### config.mk
export PLATFORM = sky130hd
export DESIGN_NAME = vector_terminal_address_encoder
export DESIGN_NICKNAME = d
export VERILOG_FILES = /design/src/hw/rtl/vtae_pkg.sv /design/src/hw/rtl/vector_terminal_address_encoder.sv /design/src/hw/rtl/vtae_encoder.sv /design/src/hw/rtl/vtae_serializer.sv
export VERILOG_INCLUDE_DIRS = /design/src /design/src/hw/rtl
export SDC_FILE = /design/constraint.sdc
export NUM_CORES = 1
export LEC_CHECK = 0
export ABC_AREA = 0
export BUFFER_PORTS_ARGS = -buffer_cell sky130_fd_sc_hd__buf_2
export CAP_MARGIN = 20
export CORE_MARGIN = 2
export CORE_UTILIZATION = 34
export CTS_CLUSTER_DIAMETER = 50
export CTS_CLUSTER_SIZE = 28
export DETAILED_ROUTE_END_ITERATION = 7
export PLACE_DENSITY = 0.57
export RECOVER_POWER = 25
export SETUP_SLACK_MARGIN = 0.5
export SKIP_LAST_GASP = 1
export SYNTH_ARGS = -nofsm -noshare
export SYNTH_HDL_FRONTEND = slang
export SYNTH_SLANG_ARGS = --single-unit
### constraint.sdc
create_clock -name clk -period 11.3 [get_ports clk]
set_input_delay 2.26 -clock clk [delete_from_list [all_inputs] [get_ports clk]]
set_output_delay 2.26 -clock clk [all_outputs]
set_load 0.02 [all_outputs]
### src/hw/rtl/vector_terminal_address_encoder_defines.svh
// ----------------------------------------------------------------------------
// vector terminal address encoder assertion macros
// Shorthand for the concurrent checks at the end of the top level.
// ----------------------------------------------------------------------------
`ifndef VECTOR_TERMINAL_ADDRESS_ENCODER_DEFINES_SVH
`define VECTOR_TERMINAL_ADDRESS_ENCODER_DEFINES_SVH

// same-cycle implication, reset masked
`define VTAE_ASSERT_NOW(label, clk, rst_n, ante, cons, msg) \
	label: assert property (@(posedge clk) disable iff (!rst_n) (ante) |-> (cons)) \
		else $error(msg);

// next-cycle implication, reset masked
`define VTAE_ASSERT_NEXT(label, clk, rst_n, ante, cons, msg) \
	label: assert property (@(posedge clk) disable iff (!rst_n) (ante) |=> (cons)) \
		else $error(msg);

`endif

### src/hw/rtl/vtae_pkg.sv
// ----------------------------------------------------------------------------
// vtae_pkg
// Shared types and constants of the vector terminal address encoder.
// ----------------------------------------------------------------------------
package vtae_pkg;

	// command codes
	typedef enum logic [1:0] {
		OP_DRAW   = 2'd0,
		OP_CHAR   = 2'd1,
		OP_FORGET = 2'd2
	} opcode_t;

	// control characters of the terminal link
	localparam logic [7:0] CodeGs = 8'h1D;
	localparam logic [7:0] CodeUs = 8'h1F;
	localparam logic [7:0] SentNone = 8'hFF;

	// address byte offsets
	localparam logic [7:0] HighBase  = 8'd32;
	localparam logic [7:0] LowYBase  = 8'd96;
	localparam logic [7:0] LowXBase  = 8'd64;
	localparam int unsigned CoordMax = 1023;
	localparam int unsigned AxisW    = 10;

	// longest byte sequence of one command and its count width
	localparam int unsigned MaxBytes = 9;
	localparam int unsigned CntW     = $clog2(MaxBytes + 1);

	typedef logic [CntW-1:0] cnt_t;

	// four bytes of one terminal address
	typedef struct packed {
		logic [7:0] hy;
		logic [7:0] ly;
		logic [7:0] hx;
		logic [7:0] lx;
	} addr_bytes_t;

	// address bytes last sent on the link
	typedef struct packed {
		logic [7:0] hy;
		logic [7:0] ly;
		logic [7:0] hx;
	} sent_t;

	// byte sequence of one command, word 0 goes out first
	typedef struct packed {
		logic [MaxBytes-1:0][7:0] bytes;
		cnt_t                     count;
	} byte_list_t;

	// split a clamped point into terminal address bytes
	function automatic addr_bytes_t addr_bytes(input logic [AxisW-1:0] x,
			input logic [AxisW-1:0] y);
		addr_bytes_t a;
		a.hy = 8'(y[AxisW-1:5]) + HighBase;
		a.ly = 8'(y[4:0]) + LowYBase;
		a.hx = 8'(x[AxisW-1:5]) + HighBase;
		a.lx = 8'(x[4:0]) + LowXBase;
		return a;
	endfunction

endpackage

### src/hw/rtl/vector_terminal_address_encoder.sv
// ----------------------------------------------------------------------------
// vector_terminal_address_encoder
// Turns draw, char and forget commands into the address byte stream of a
// vector graphics terminal, leaving out address bytes that have not changed.
// ----------------------------------------------------------------------------
//   channel   handshake             payload
//   in        in_valid / in_ready   opcode, from_x, from_y, to_x, to_y, char_code
//   out       out_valid / out_ready out_byte, last_byte
//
// A command is taken into the input register, encoded combinationally into its
// byte sequence and loaded into the output shift register, which sends one
// word a cycle while out_ready is high: a draw or char command has 1 to 9
// bytes, a forget or unused code has none and sends nothing. The output register sets
// the rate. A new command is taken while the previous one still shifts out.
// Reset clears the pen position, the sent address bytes and both registers.
// A stall on out holds the current word and backs up into in_ready.
module vector_terminal_address_encoder #(
	parameter int unsigned COORD_WIDTH = 16
) (
	input  logic                          clk,
	input  logic                          arst_n,
	input  logic                          in_valid,
	output logic                          in_ready,
	input  logic [1:0]                    opcode,
	input  logic signed [COORD_WIDTH-1:0] from_x,
	input  logic signed [COORD_WIDTH-1:0] from_y,
	input  logic signed [COORD_WIDTH-1:0] to_x,
	input  logic signed [COORD_WIDTH-1:0] to_y,
	input  logic [7:0]                    char_code,
	output logic                          out_valid,
	input  logic                          out_ready,
	output logic [7:0]                    out_byte,
	output logic                          last_byte
);

	`include "vector_terminal_address_encoder_defines.svh"

	logic                   valid_s1;
	logic [1:0]             opcode_s1;
	logic [COORD_WIDTH-1:0] from_x_s1;
	logic [COORD_WIDTH-1:0] from_y_s1;
	logic [COORD_WIDTH-1:0] to_x_s1;
	logic [COORD_WIDTH-1:0] to_y_s1;
	logic [7:0]             char_code_s1;

	logic [COORD_WIDTH-1:0] last_x_q;
	logic [COORD_WIDTH-1:0] last_y_q;
	logic                   pos_valid_q;
	vtae_pkg::sent_t        sent_q;

	vtae_pkg::byte_list_t   list;
	vtae_pkg::sent_t        next_sent;
	logic                   ser_free;
	logic                   load_s1;
	logic                   in_fire;

	// command leaves the input register when its bytes fit or it has none
	assign load_s1  = valid_s1 && (ser_free || list.count == '0);
	assign in_ready = !valid_s1 || load_s1;
	assign in_fire  = in_valid && in_ready;

	// input register valid
	always_ff @(posedge clk or negedge arst_n) begin
		if (!arst_n) begin
			valid_s1 <= 1'b0;
		end else if (in_ready) begin
			valid_s1 <= in_valid;
		end
	end

	// input register payload
	always_ff @(posedge clk) begin
		if (in_fire) begin
			opcode_s1    <= opcode;
			from_x_s1    <= from_x;
			from_y_s1    <= from_y;
			to_x_s1      <= to_x;
			to_y_s1      <= to_y;
			char_code_s1 <= char_code;
		end
	end

	// pen position and link address state
	always_ff @(posedge clk or negedge arst_n) begin
		if (!arst_n) begin
			last_x_q    <= '1;
			last_y_q    <= '1;
			pos_valid_q <= 1'b0;
			sent_q      <= {vtae_pkg::SentNone, vtae_pkg::SentNone, vtae_pkg::SentNone};
		end else if (load_s1) begin
			sent_q <= next_sent;
			case (opcode_s1)
				vtae_pkg::OP_DRAW: begin
					last_x_q    <= to_x_s1;
					last_y_q    <= to_y_s1;
					pos_valid_q <= 1'b1;
				end
				vtae_pkg::OP_CHAR, vtae_pkg::OP_FORGET: begin
					pos_valid_q <= 1'b0;
				end
				default: begin
					pos_valid_q <= pos_valid_q;
				end
			endcase
		end
	end

	// byte sequence of the held command
	vtae_encoder #(
		.COORD_WIDTH (COORD_WIDTH)
	) u_encoder (
		.opcode    (opcode_s1),
		.from_x    (from_x_s1),
		.from_y    (from_y_s1),
		.to_x      (to_x_s1),
		.to_y      (to_y_s1),
		.char_code (char_code_s1),
		.last_x    (last_x_q),
		.last_y    (last_y_q),
		.pos_valid (pos_valid_q),
		.sent      (sent_q),
		.list      (list),
		.next_sent (next_sent)
	);

	// output shift register
	vtae_serializer u_serializer (
		.clk       (clk),
		.arst_n    (arst_n),
		.load      (load_s1 && list.count != '0),
		.list_in   (list),
		.out_ready (out_ready),
		.out_valid (out_valid),
		.out_byte  (out_byte),
		.last_byte (last_byte),
		.free      (ser_free)
	);

	// checks
	`VTAE_ASSERT_NEXT(a_word_follows, clk, arst_n, out_valid && out_ready && !last_byte, out_valid, "command cut short before its last word")
	`VTAE_ASSERT_NEXT(a_forget_clears, clk, arst_n, load_s1 && opcode_s1 == vtae_pkg::OP_FORGET, !pos_valid_q, "forget left a valid position")
	`VTAE_ASSERT_NEXT(a_draw_stores, clk, arst_n, load_s1 && opcode_s1 == vtae_pkg::OP_DRAW, pos_valid_q && last_x_q == $past(to_x_s1) && last_y_q == $past(to_y_s1), "draw end point not stored")
	`VTAE_ASSERT_NOW(a_sent_hy_range, clk, arst_n, 1'b1, sent_q.hy == vtae_pkg::SentNone || sent_q.hy[7:5] == 3'b001, "sent hi-Y byte out of range")

endmodule

### src/hw/rtl/vtae_encoder.sv
// ----------------------------------------------------------------------------
// vtae_encoder
// Builds the byte sequence of one command and the address bytes sent after it.
// ----------------------------------------------------------------------------
module vtae_encoder #(
	parameter int unsigned COORD_WIDTH = 16
) (
	input  logic [1:0]              opcode,
	input  logic [COORD_WIDTH-1:0]  from_x,
	input  logic [COORD_WIDTH-1:0]  from_y,
	input  logic [COORD_WIDTH-1:0]  to_x,
	input  logic [COORD_WIDTH-1:0]  to_y,
	input  logic [7:0]              char_code,
	input  logic [COORD_WIDTH-1:0]  last_x,
	input  logic [COORD_WIDTH-1:0]  last_y,
	input  logic                    pos_valid,
	input  vtae_pkg::sent_t         sent,
	output vtae_pkg::byte_list_t    list,
	output vtae_pkg::sent_t         next_sent
);

	// clamp a raw coordinate to the screen range
	function automatic logic [vtae_pkg::AxisW-1:0] clamp(input logic [COORD_WIDTH-1:0] v);
		logic [vtae_pkg::AxisW-1:0] r;
		if (v[COORD_WIDTH-1]) begin
			r = '0;
		end else if (v > COORD_WIDTH'(vtae_pkg::CoordMax)) begin
			r = vtae_pkg::AxisW'(vtae_pkg::CoordMax);
		end else begin
			r = v[vtae_pkg::AxisW-1:0];
		end
		return r;
	endfunction

	logic                  is_draw;
	logic                  is_char;
	logic                  repos;
	vtae_pkg::addr_bytes_t start_a;
	vtae_pkg::addr_bytes_t end_a;
	vtae_pkg::sent_t       cur;
	vtae_pkg::cnt_t        n;

	// command decode and reposition test
	assign is_draw = (opcode == vtae_pkg::OP_DRAW);
	assign is_char = (opcode == vtae_pkg::OP_CHAR);
	assign repos   = (is_draw || is_char) &&
		(!pos_valid || from_x != last_x || from_y != last_y);

	assign start_a = vtae_pkg::addr_bytes(clamp(from_x), clamp(from_y));
	assign end_a   = vtae_pkg::addr_bytes(clamp(to_x), clamp(to_y));

	// bytes on the link before the end address
	assign cur = repos ? vtae_pkg::sent_t'({start_a.hy, start_a.ly, start_a.hx}) : sent;

	// after a draw the link holds the end address, after a reposition the start
	always_comb begin
		if (is_draw) begin
			next_sent = {end_a.hy, end_a.ly, end_a.hx};
		end else begin
			next_sent = cur;
		end
	end

	// append the bytes of the command in link order
	always_comb begin
		list = '0;
		n    = '0;
		if (is_draw || is_char) begin
			if (repos) begin
				list.bytes[n] = vtae_pkg::CodeGs;
				n = n + vtae_pkg::cnt_t'(1);
				list.bytes[n] = start_a.hy;
				n = n + vtae_pkg::cnt_t'(1);
				list.bytes[n] = start_a.ly;
				n = n + vtae_pkg::cnt_t'(1);
				list.bytes[n] = start_a.hx;
				n = n + vtae_pkg::cnt_t'(1);
				list.bytes[n] = start_a.lx;
				n = n + vtae_pkg::cnt_t'(1);
			end
			if (is_draw) begin
				if (end_a.hy != cur.hy) begin
					list.bytes[n] = end_a.hy;
					n = n + vtae_pkg::cnt_t'(1);
				end
				if (end_a.ly != cur.ly || end_a.hx != cur.hx) begin
					list.bytes[n] = end_a.ly;
					n = n + vtae_pkg::cnt_t'(1);
					if (end_a.hx != cur.hx) begin
						list.bytes[n] = end_a.hx;
						n = n + vtae_pkg::cnt_t'(1);
					end
				end
				list.bytes[n] = end_a.lx;
				n = n + vtae_pkg::cnt_t'(1);
			end else begin
				list.bytes[n] = vtae_pkg::CodeUs;
				n = n + vtae_pkg::cnt_t'(1);
				list.bytes[n] = char_code;
				n = n + vtae_pkg::cnt_t'(1);
			end
		end
		list.count = n;
	end

endmodule

### src/hw/rtl/vtae_serializer.sv
// ----------------------------------------------------------------------------
// vtae_serializer
// Result register shifting a command's bytes one word a cycle while out_ready.
// ----------------------------------------------------------------------------
module vtae_serializer (
	input  logic                 clk,
	input  logic                 arst_n,
	input  logic                 load,
	input  vtae_pkg::byte_list_t list_in,
	input  logic                 out_ready,
	output logic                 out_valid,
	output logic [7:0]           out_byte,
	output logic                 last_byte,
	output logic                 free
);

	logic [vtae_pkg::MaxBytes-1:0][7:0] bytes_q;
	vtae_pkg::cnt_t                     cnt_q;
	logic                               fire;

	assign out_valid = (cnt_q != '0);
	assign out_byte  = bytes_q[0];
	assign last_byte = (cnt_q == vtae_pkg::cnt_t'(1));
	assign fire      = out_valid && out_ready;
	// empty, or the last word leaves in this cycle
	assign free      = !out_valid || (last_byte && out_ready);

	// remaining word count
	always_ff @(posedge clk or negedge arst_n) begin
		if (!arst_n) begin
			cnt_q <= '0;
		end else if (load) begin
			cnt_q <= list_in.count;
		end else if (fire) begin
			cnt_q <= cnt_q - vtae_pkg::cnt_t'(1);
		end
	end

	// byte shift line
	always_ff @(posedge clk) begin
		if (load) begin
			bytes_q <= list_in.bytes;
		end else if (fire) begin
			bytes_q <= {8'h00, bytes_q[vtae_pkg::MaxBytes-1:1]};
		end
	end

endmodule
==> results of run 1 <==
-- kinds of logic after synthesis --
kind of cell | Yosys count | share of synthesized area (%)
AND/OR/NAND/NOR | 364 | 14.9
flip-flops | 206 | 50.6
adder cells (fa/ha/maj) | 14 | 1.49
buffers and inverters | 107 | 4.09
multiplexers | 40 | 4.60
AO/OA/AOI/OAI | 365 | 20.7
XOR/XNOR | 47 | 3.63
-- critical path, delay by kind of cell (launching register included) --
| kind | cells | cell delay, ns |
|---|---|---|
| AO/OA/AOI/OAI | 3 | 0.58 |
| XOR/XNOR | 3 | 0.74 |
| adder cells (fa/ha/maj) | 2 | 0.81 |
| buffers and inverters | 5 | 1.05 |
| flip-flops | 1 | 0.61 |
| AND/OR/NAND/NOR | 10 | 2.18 |
-- where the power goes --
group	total (µW)	internal [µW]	switching, µW
clock network	958	534	424
registers	1510	1290	223
logic	1780	620	1160
total	4240	2440	1800
-- metrics by stage --
stage / power, µW / utilization [%] / hold slack (ns)
after floorplan: 2680 / - / 0.468
after global placement: 3260 / 36.7 / 0.480
after detailed placement: 3270 / 36.7 / 0.483
after CTS: 4250 / 39.8 / 0.493
after global routing: 4460 / 39.7 / 0.501
final: 4240 / 39.7 / 0.492
-- cell type report --
cell class / instances / area, µm² / share of cell area (%)
well taps: 455 / 569 / 4.18
flip-flops and latches: 206 / 5950 / 43.6
multi-input cells: 830 / 5360 / 39.3
repair buffers: 110 / 588 / 4.32
inverters: 33 / 124 / 0.909
clock buffers: 30 / 729 / 5.35
clock inverters: 24 / 314 / 2.30
-- per-layer routing --
layer / vias to the layer above / wire, µm / track usage (%)
met5: - / 0 / 0
met4: 0 / 1900 / 9.63
met3: 93 / 2780 / 3.27
met2: 458 / 17700 / 33.6
met1: 4780 / 18000 / 31.0
li1: 4436 / - / -
-- worst min-delay path by stage --
| stage | from | slack, ns | cells past startpoint | end |
|---|---|---|---|---|
| floorplan | sent_q[4]$_DFFE_PN1N_ | 0.47 | 2 | sent_q[4]$_DFFE_PN1N_ |
| global route | sent_q[23]$_DFFE_PN1N_ | 0.50 | 1 | sent_q[23]$_DFFE_PN1N_ |
| CTS | sent_q[22]$_DFFE_PN1N_ | 0.49 | 1 | sent_q[22]$_DFFE_PN1N_ |
| finish | sent_q[15]$_DFFE_PN1N_ | 0.49 | 1 | sent_q[15]$_DFFE_PN1N_ |
| detailed placement | sent_q[23]$_DFFE_PN1N_ | 0.48 | 1 | sent_q[23]$_DFFE_PN1N_ |
| global placement | sent_q[6]$_DFFE_PN1N_ | 0.48 | 1 | sent_q[6]$_DFFE_PN1N_ |
-- flip-flops by register name, summed over array words and instances, names as in the netlist, 8 cells and up --
signal	cells
char_code_s1	8
from_x_s1	16
from_y_s1	16
last_x_q	16
last_y_q	16
sent_q	24
to_x_s1	16
to_y_s1	16
u_serializer.bytes_q	62
u_serializer.out_byte	8
-- cells in the mapped netlist, types with 4 or more instances --
library cell	instances
clkbuf_1	43
nor4_1	7
o2bb2ai_1	5
a21oi_1	89
or4_1	4
o2111ai_1	5
or2_2	8
a221oi_1	9
o22a_1	5
and3_1	11
xor2_1	20
o21ai_0	79
buf_1	4
xnor2_1	25
o22ai_1	14
nor2b_1	9
ha_1	14
o21a_1	10
dfrtp_1	6
mux2_2	12
edfxtp_1	144
o221ai_1	12
o211ai_1	13
a21o_1	8
buf_4	8
a211o_1	6
dfstp_2	56
nand3_1	32
a211oi_1	10
nand2_1	68
a22oi_1	13
a31oi_1	32
nand4_1	8
inv_1	32
nor2_1	133
nor3_1	34
buf_6	4
or3_1	7
nand2b_1	13
o31ai_1	10
buf_2	15
mux2_4	25
and2_1	12
==> results.ini, run 1 <==
[placement]
place_inst=1633
place_congestion=0.985
dp_hpwl_um=28700
placed_area_um2=12600
post-place-ws_ns=3.19
port_buffers=88

[setup_path]
max_stage_delay_ns=0.63
worstSetupStartpointType=flop
slowest_stage=or4_1
crit_path_end=in_ready
r2r_cells=23
worstPathRequired_ns=9.04
crit_path_start=from_y_s1[15]$_DFFE_PP_
ff2ff_setup_slack_ns=3.89
cp_cell_sequence=xnor2_1, nand4_1, or4_1, nor3_2, buf_4, nor2_2, buf_4, inv_2, and3_1, a31oi_1, or4_1, ha_1, inv_1, xnor2_2, a21oi_1, ha_1, xor2_1, nand3_1, nand3_1, a221oi_4, nand2_1, nand4_1, buf_2
regToRegEndpoint=u_serializer.bytes_q[17]$_DFFE_PP_
worstSetupEndpointType=output port
crit_fanout=34
rr_startpoint=from_y_s1[15]$_DFFE_PP_
critPathArrivalTime_ns=6.55
path_class=reg2out

[die]
die_y_um=190
start_util_pct=34.3
ios=89
core-area_um2=34300
dieArea_um2=36100
dieWidth_um=190
rows=68

[detailed_routing]
routed_wl_um=40300
vias_per_cell=5.79
vias=9767
final_antenna_net_count=0
drc=0
routedWlPerCell_um=23.9
drt_iter0_markers=1180
drt_first_pass_iters=8

[global_routing]
grt_use_total_pct=22.0
grt_start_max_net_pins=94
gr-total-overflow=0
antenna_found_initial=1
grt_pass1_wl_um=59600
grt_pass1_vias=9231

[clock_network]
cts_root_buf=clkbuf_16
cts_tree=yes
clk_latency_ns=0.56
numCtsBuffers=29
cts-resized-gates=0
htree_levels=1
clock_path_buffers=3
holdBufCountCts=0
clock-sinks=206
clk_pin_slew_ns=0.06
postCtsSetupBuffers=0

[synth]
yosys-top-cells-area=edfxtp_1 37%, dfstp_2 13%, nor2_1 4.2%, a21oi_1 3.8%, o21ai_0 3.4%
synth-edff-count=144
yosys_warnings=0
ys.flop_type=edfxtp_1
ys_types=86
ys_ff_latch=206
yosysTopAreaCellShare_pct=36.8
netlist_area_um2=11800
synth_top_cell_by_area=edfxtp_1
synthCells=1143
syn-num-nets=1235
async_flop_share_pct=30.1
syn_avg_cell_area_um2=10.3
seq_area_frac_synth_pct=50.6

[power]
power.density_nw_per_um2=311
vdd_drop_max_v=0.000213
p_leak_uw=0.00492

[final_layout]
fin_cells=1688
nets=1302
drive_gt1_share_pct=23.0
antennaDiodeCount=0
stdcell_area_um2=13600
nFillCells=3456
area_growth_pct=15.9
final_common_cell=edfxtp_1
final_cell_mix=144 x edfxtp_1, 132 x nor2_1, 88 x a21oi_1, 80 x buf_2, 79 x o21ai_0

[sta]
setup_viol=0
slew_headroom_pct=-142
setup-tns-final_ns=0
finalHoldViolCount=0
maxSlewViolCount=63
final.period_utilization_pct=77.9
max_slew.worst_pin.slew_ns=3.63
fmaxAchievable_mhz=114
rsz0062_at_grt=no
setup_slack_ns=2.49
fin_crit_ns=8.81
skew_ns=0.0232

[status]
status=finished, violations left
violations=capacitance limit, slew limit

[flow_run]
cap_violations=1

[worst_hold_path]
hold_class=reg2reg

Power figures use the tool's default switching activity.
==> run 2: changes to the inputs <==
--- a/config.mk
+++ b/config.mk
@@ -14,7 +14,7 @@
 export CTS_CLUSTER_DIAMETER = 50
 export CTS_CLUSTER_SIZE = 28
 export DETAILED_ROUTE_END_ITERATION = 7
-export PLACE_DENSITY = 0.57
+export PLACE_DENSITY = 0.59
 export RECOVER_POWER = 25
 export SETUP_SLACK_MARGIN = 0.5
 export SKIP_LAST_GASP = 1
==> constraint.sdc (replaced) <==
create_clock -name clk -period 8.1 [get_ports clk]
set_input_delay 1.62 -clock clk [delete_from_list [all_inputs] [get_ports clk]]
set_output_delay 1.62 -clock clk [all_outputs]
set_load 0.02 [all_outputs]
==> run 2 against run 1 <==
- the run still ends with capacitance limit, slew limit left
- sequential share of layout area shrank 0.40 points
- non-clock buffer count increased by 14
- sequential power grew 39%
- count of clock-buffer cells in the layout unchanged
- clock power rose by 36%
- cell area rose by 0.94%
- power up 40%
- via count shrank 0.24%
- sequential cell count stayed put
- critical path depth shrank 4
- highest routed layer unchanged
==> results.ini, run 2 (synthesis gave the netlist of run 1 again) <==
[sta]
slew_headroom_pct=-135  ; +6.9 points
fmaxAchievable_mhz=139
finalHoldViolCount=0  ; unchanged
skew_ns=0.0165  ; -0.00670 ns
fin_crit_ns=7.22
final.period_utilization_pct=89.1
max_slew.worst_pin.slew_ns=3.52  ; -0.104 ns
setup_viol=0  ; unchanged
setup_slack_ns=0.883  ; -1.61 ns
maxSlewViolCount=63  ; unchanged
rsz0062_at_grt=no
setup-tns-final_ns=0  ; unchanged

[die]
dieWidth_um=190  ; unchanged
start_util_pct=34.3  ; unchanged
ios=89  ; unchanged
core-area_um2=34300  ; unchanged
rows=68  ; unchanged
die_y_um=190  ; unchanged
dieArea_um2=36100  ; unchanged

[power]
power_switching_share_pct=42.0  ; -0.47 points
vdd_drop_max_v=0.000291  ; +37%
p_switching_uw=2500  ; +39%
internal-power_uw=3450  ; +41%
seq_power_share_pct=35.3  ; -0.3 points
p_leak_uw=0.00500  ; +1.6%
pwr-share-comb_pct=42.9  ; +1.1 points
power_frac_clock_pct=21.8  ; -0.8 points
power.density_nw_per_um2=433  ; +39%

[worst_hold_path]
hold_class=reg2reg
holdPathStages=1  ; unchanged

[setup_path]
cp_cell_sequence=or4_4, or2_4, nor4b_1, a211oi_1, o31ai_1, a31oi_1, or4_4, ha_2, inv_1, xnor2_2, a21oi_2, ha_1, xor2_1, nand3_1, nand3_1, a221oi_4, nand2_1, nand4_1, buf_2
worstSetupStartpointType=flop
worstPathRequired_ns=6.48  ; -2.56 ns
crit_cells=19  ; -17%
worstSetupEndpointType=output port
ff2ff_setup_slack_ns=1.63  ; -2.26 ns
r2r_cells=21  ; -8.7%
critPathArrivalTime_ns=5.60  ; -0.95 ns
max_stage_delay_ns=0.59  ; -0.04 ns
path_class=reg2out
crit_fanout=15  ; -56%
cp_top_family=simple AND/OR/NAND/NOR gates
slowest_stage=or4_4
path_buf_inv=2  ; -3

[clock_network]
cts_tree=yes
clk_pin_slew_ns=0.06  ; about the same
clk_latency_ns=0.56  ; about the same
cts_root_buf=clkbuf_16
clock_path_buffers=3  ; unchanged
htree_levels=1  ; unchanged
holdBufCountCts=0  ; unchanged
numCtsBuffers=28  ; -3.4%
clock-sinks=206  ; unchanged

[final_layout]
fin_cells=1700  ; +0.71%
nFillCells=3415  ; -1.2%
drive_gt1_share_pct=24.7  ; +1.7 points
top_register=u_serializer.bytes_q
final_cell_mix=144 x edfxtp_1, 132 x nor2_1, 87 x a21oi_1, 82 x buf_2, 78 x o21ai_0
post-route-util_pct=40.1  ; +0.37 points
nets=1315  ; +1.0%
largestRegisters=u_serializer.bytes_q (62), sent_q (24)
antennaDiodeCount=0  ; unchanged
largest_reg_flops=62  ; unchanged
area_growth_pct=16.9
final_common_cell=edfxtp_1

[global_routing]
grt_pass1_vias=9543  ; +3.4%
gr-total-overflow=0  ; unchanged
grt_start_max_net_pins=75  ; -20%
antenna_found_initial=0  ; -1
grt_use_total_pct=22.1  ; +0.12 points
grt_pass1_wl_um=60100  ; +0.71%

[placement]
port_buffers=88  ; unchanged
post-place-ws_ns=0.749  ; -2.44 ns
dp_hpwl_um=28900  ; +0.73%
place_inst=1641  ; +0.49%
place_congestion=0.954  ; -3.1%

[detailed_routing]
routed_wl_um=39900  ; -0.95%
drt_iter0_markers=1068  ; -9.5%
routedWlPerCell_um=23.5  ; -1.6%
drc=0  ; unchanged
final_antenna_net_count=0  ; unchanged
vias=9744  ; -0.24%
vias_per_cell=5.73  ; -0.94%
drt_first_pass_iters=6  ; -2

[flow_run]
cap_violations=1  ; unchanged

[status]
status=finished, violations left
violations=capacitance limit, slew limit

-- run 2: cell types whose count changed in the layout (fill, tap and decap cells not counted), moves of 4 or more --
| cell | change |
|---|---|
| inv_6 | -6 |
| inv_8 | +5 |
| inv_12 | -5 |
| clkbuf_1 | -4 |
| buf_4 | +13 |
-- run 2: per-stage QoR --
| stage | instance area (µm²) | total power (µW) | hold WS (ns) |
|---|---|---|---|
| after floorplan | 11800 | 3740 | 0.468 |
| after global placement | 12700 | 4560 | 0.480 |
| after detailed placement | 12700 | 4580 | 0.484 |
| after CTS | 13700 | 5920 | 0.493 |
| after global routing | 13800 | 6280 | 0.496 |
| final | 13800 | 5950 | 0.490 |
-- run 2: cell type report --
cell class	instances	area [µm²]	share of cell area, %
sequential	206	5950	43.2
tap	455	569	4.14
clock inverter	22	274	1.99
timing repair buffer	124	717	5.21
multi-input combinational	830	5380	39.1
inverter	33	126	0.919
clock buffer	30	739	5.38
-- run 2: repair_timing --
action / 4_1_cts / 5_1_grt
pin swaps: 0 / 1
gates cloned: 0 / 0
endpoints found under the setup margin: 1 / 1
buffers inserted: 1 / 4
gates resized for setup: 5 / 6
endpoints found under the hold margin: 0 / 0
-- run 2: metal layers --
metal	wire [µm]	GRT usage, %
met3	3170	3.30
met2	17300	33.3
met5	0	0
met1	17500	31.2
met4	2010	10.5
-- run 2: worst paths after layout --
kind                                                endpoint               startpoint
max in group asynchronous  u_serializer.cnt_q[3]$_DFFE_PN0P_                   arst_n
min                                    sent_q[7]$_DFFE_PN1N_    sent_q[7]$_DFFE_PN1N_
min in group asynchronous            pos_valid_q$_DFFE_PN0P_                   arst_n
max reg2reg                         last_x_q[15]$_DFFE_PN1P_  from_y_s1[11]$_DFFE_PP_
min reg2reg                            sent_q[7]$_DFFE_PN1N_    sent_q[7]$_DFFE_PN1N_
max                                                 in_ready  from_y_s1[11]$_DFFE_PP_
-- run 2: power groups by stage --
stage | registers [µW] | logic (µW) | clock network, µW
3_3_place_gp | 2110 | 2450 | 0
5_1_grt | 2150 | 2750 | 1380
3_5_place_dp | 2120 | 2450 | 0
4_1_cts | 2100 | 2490 | 1330
2_1_floorplan | 2000 | 1740 | 0
6_report | 2100 | 2550 | 1300
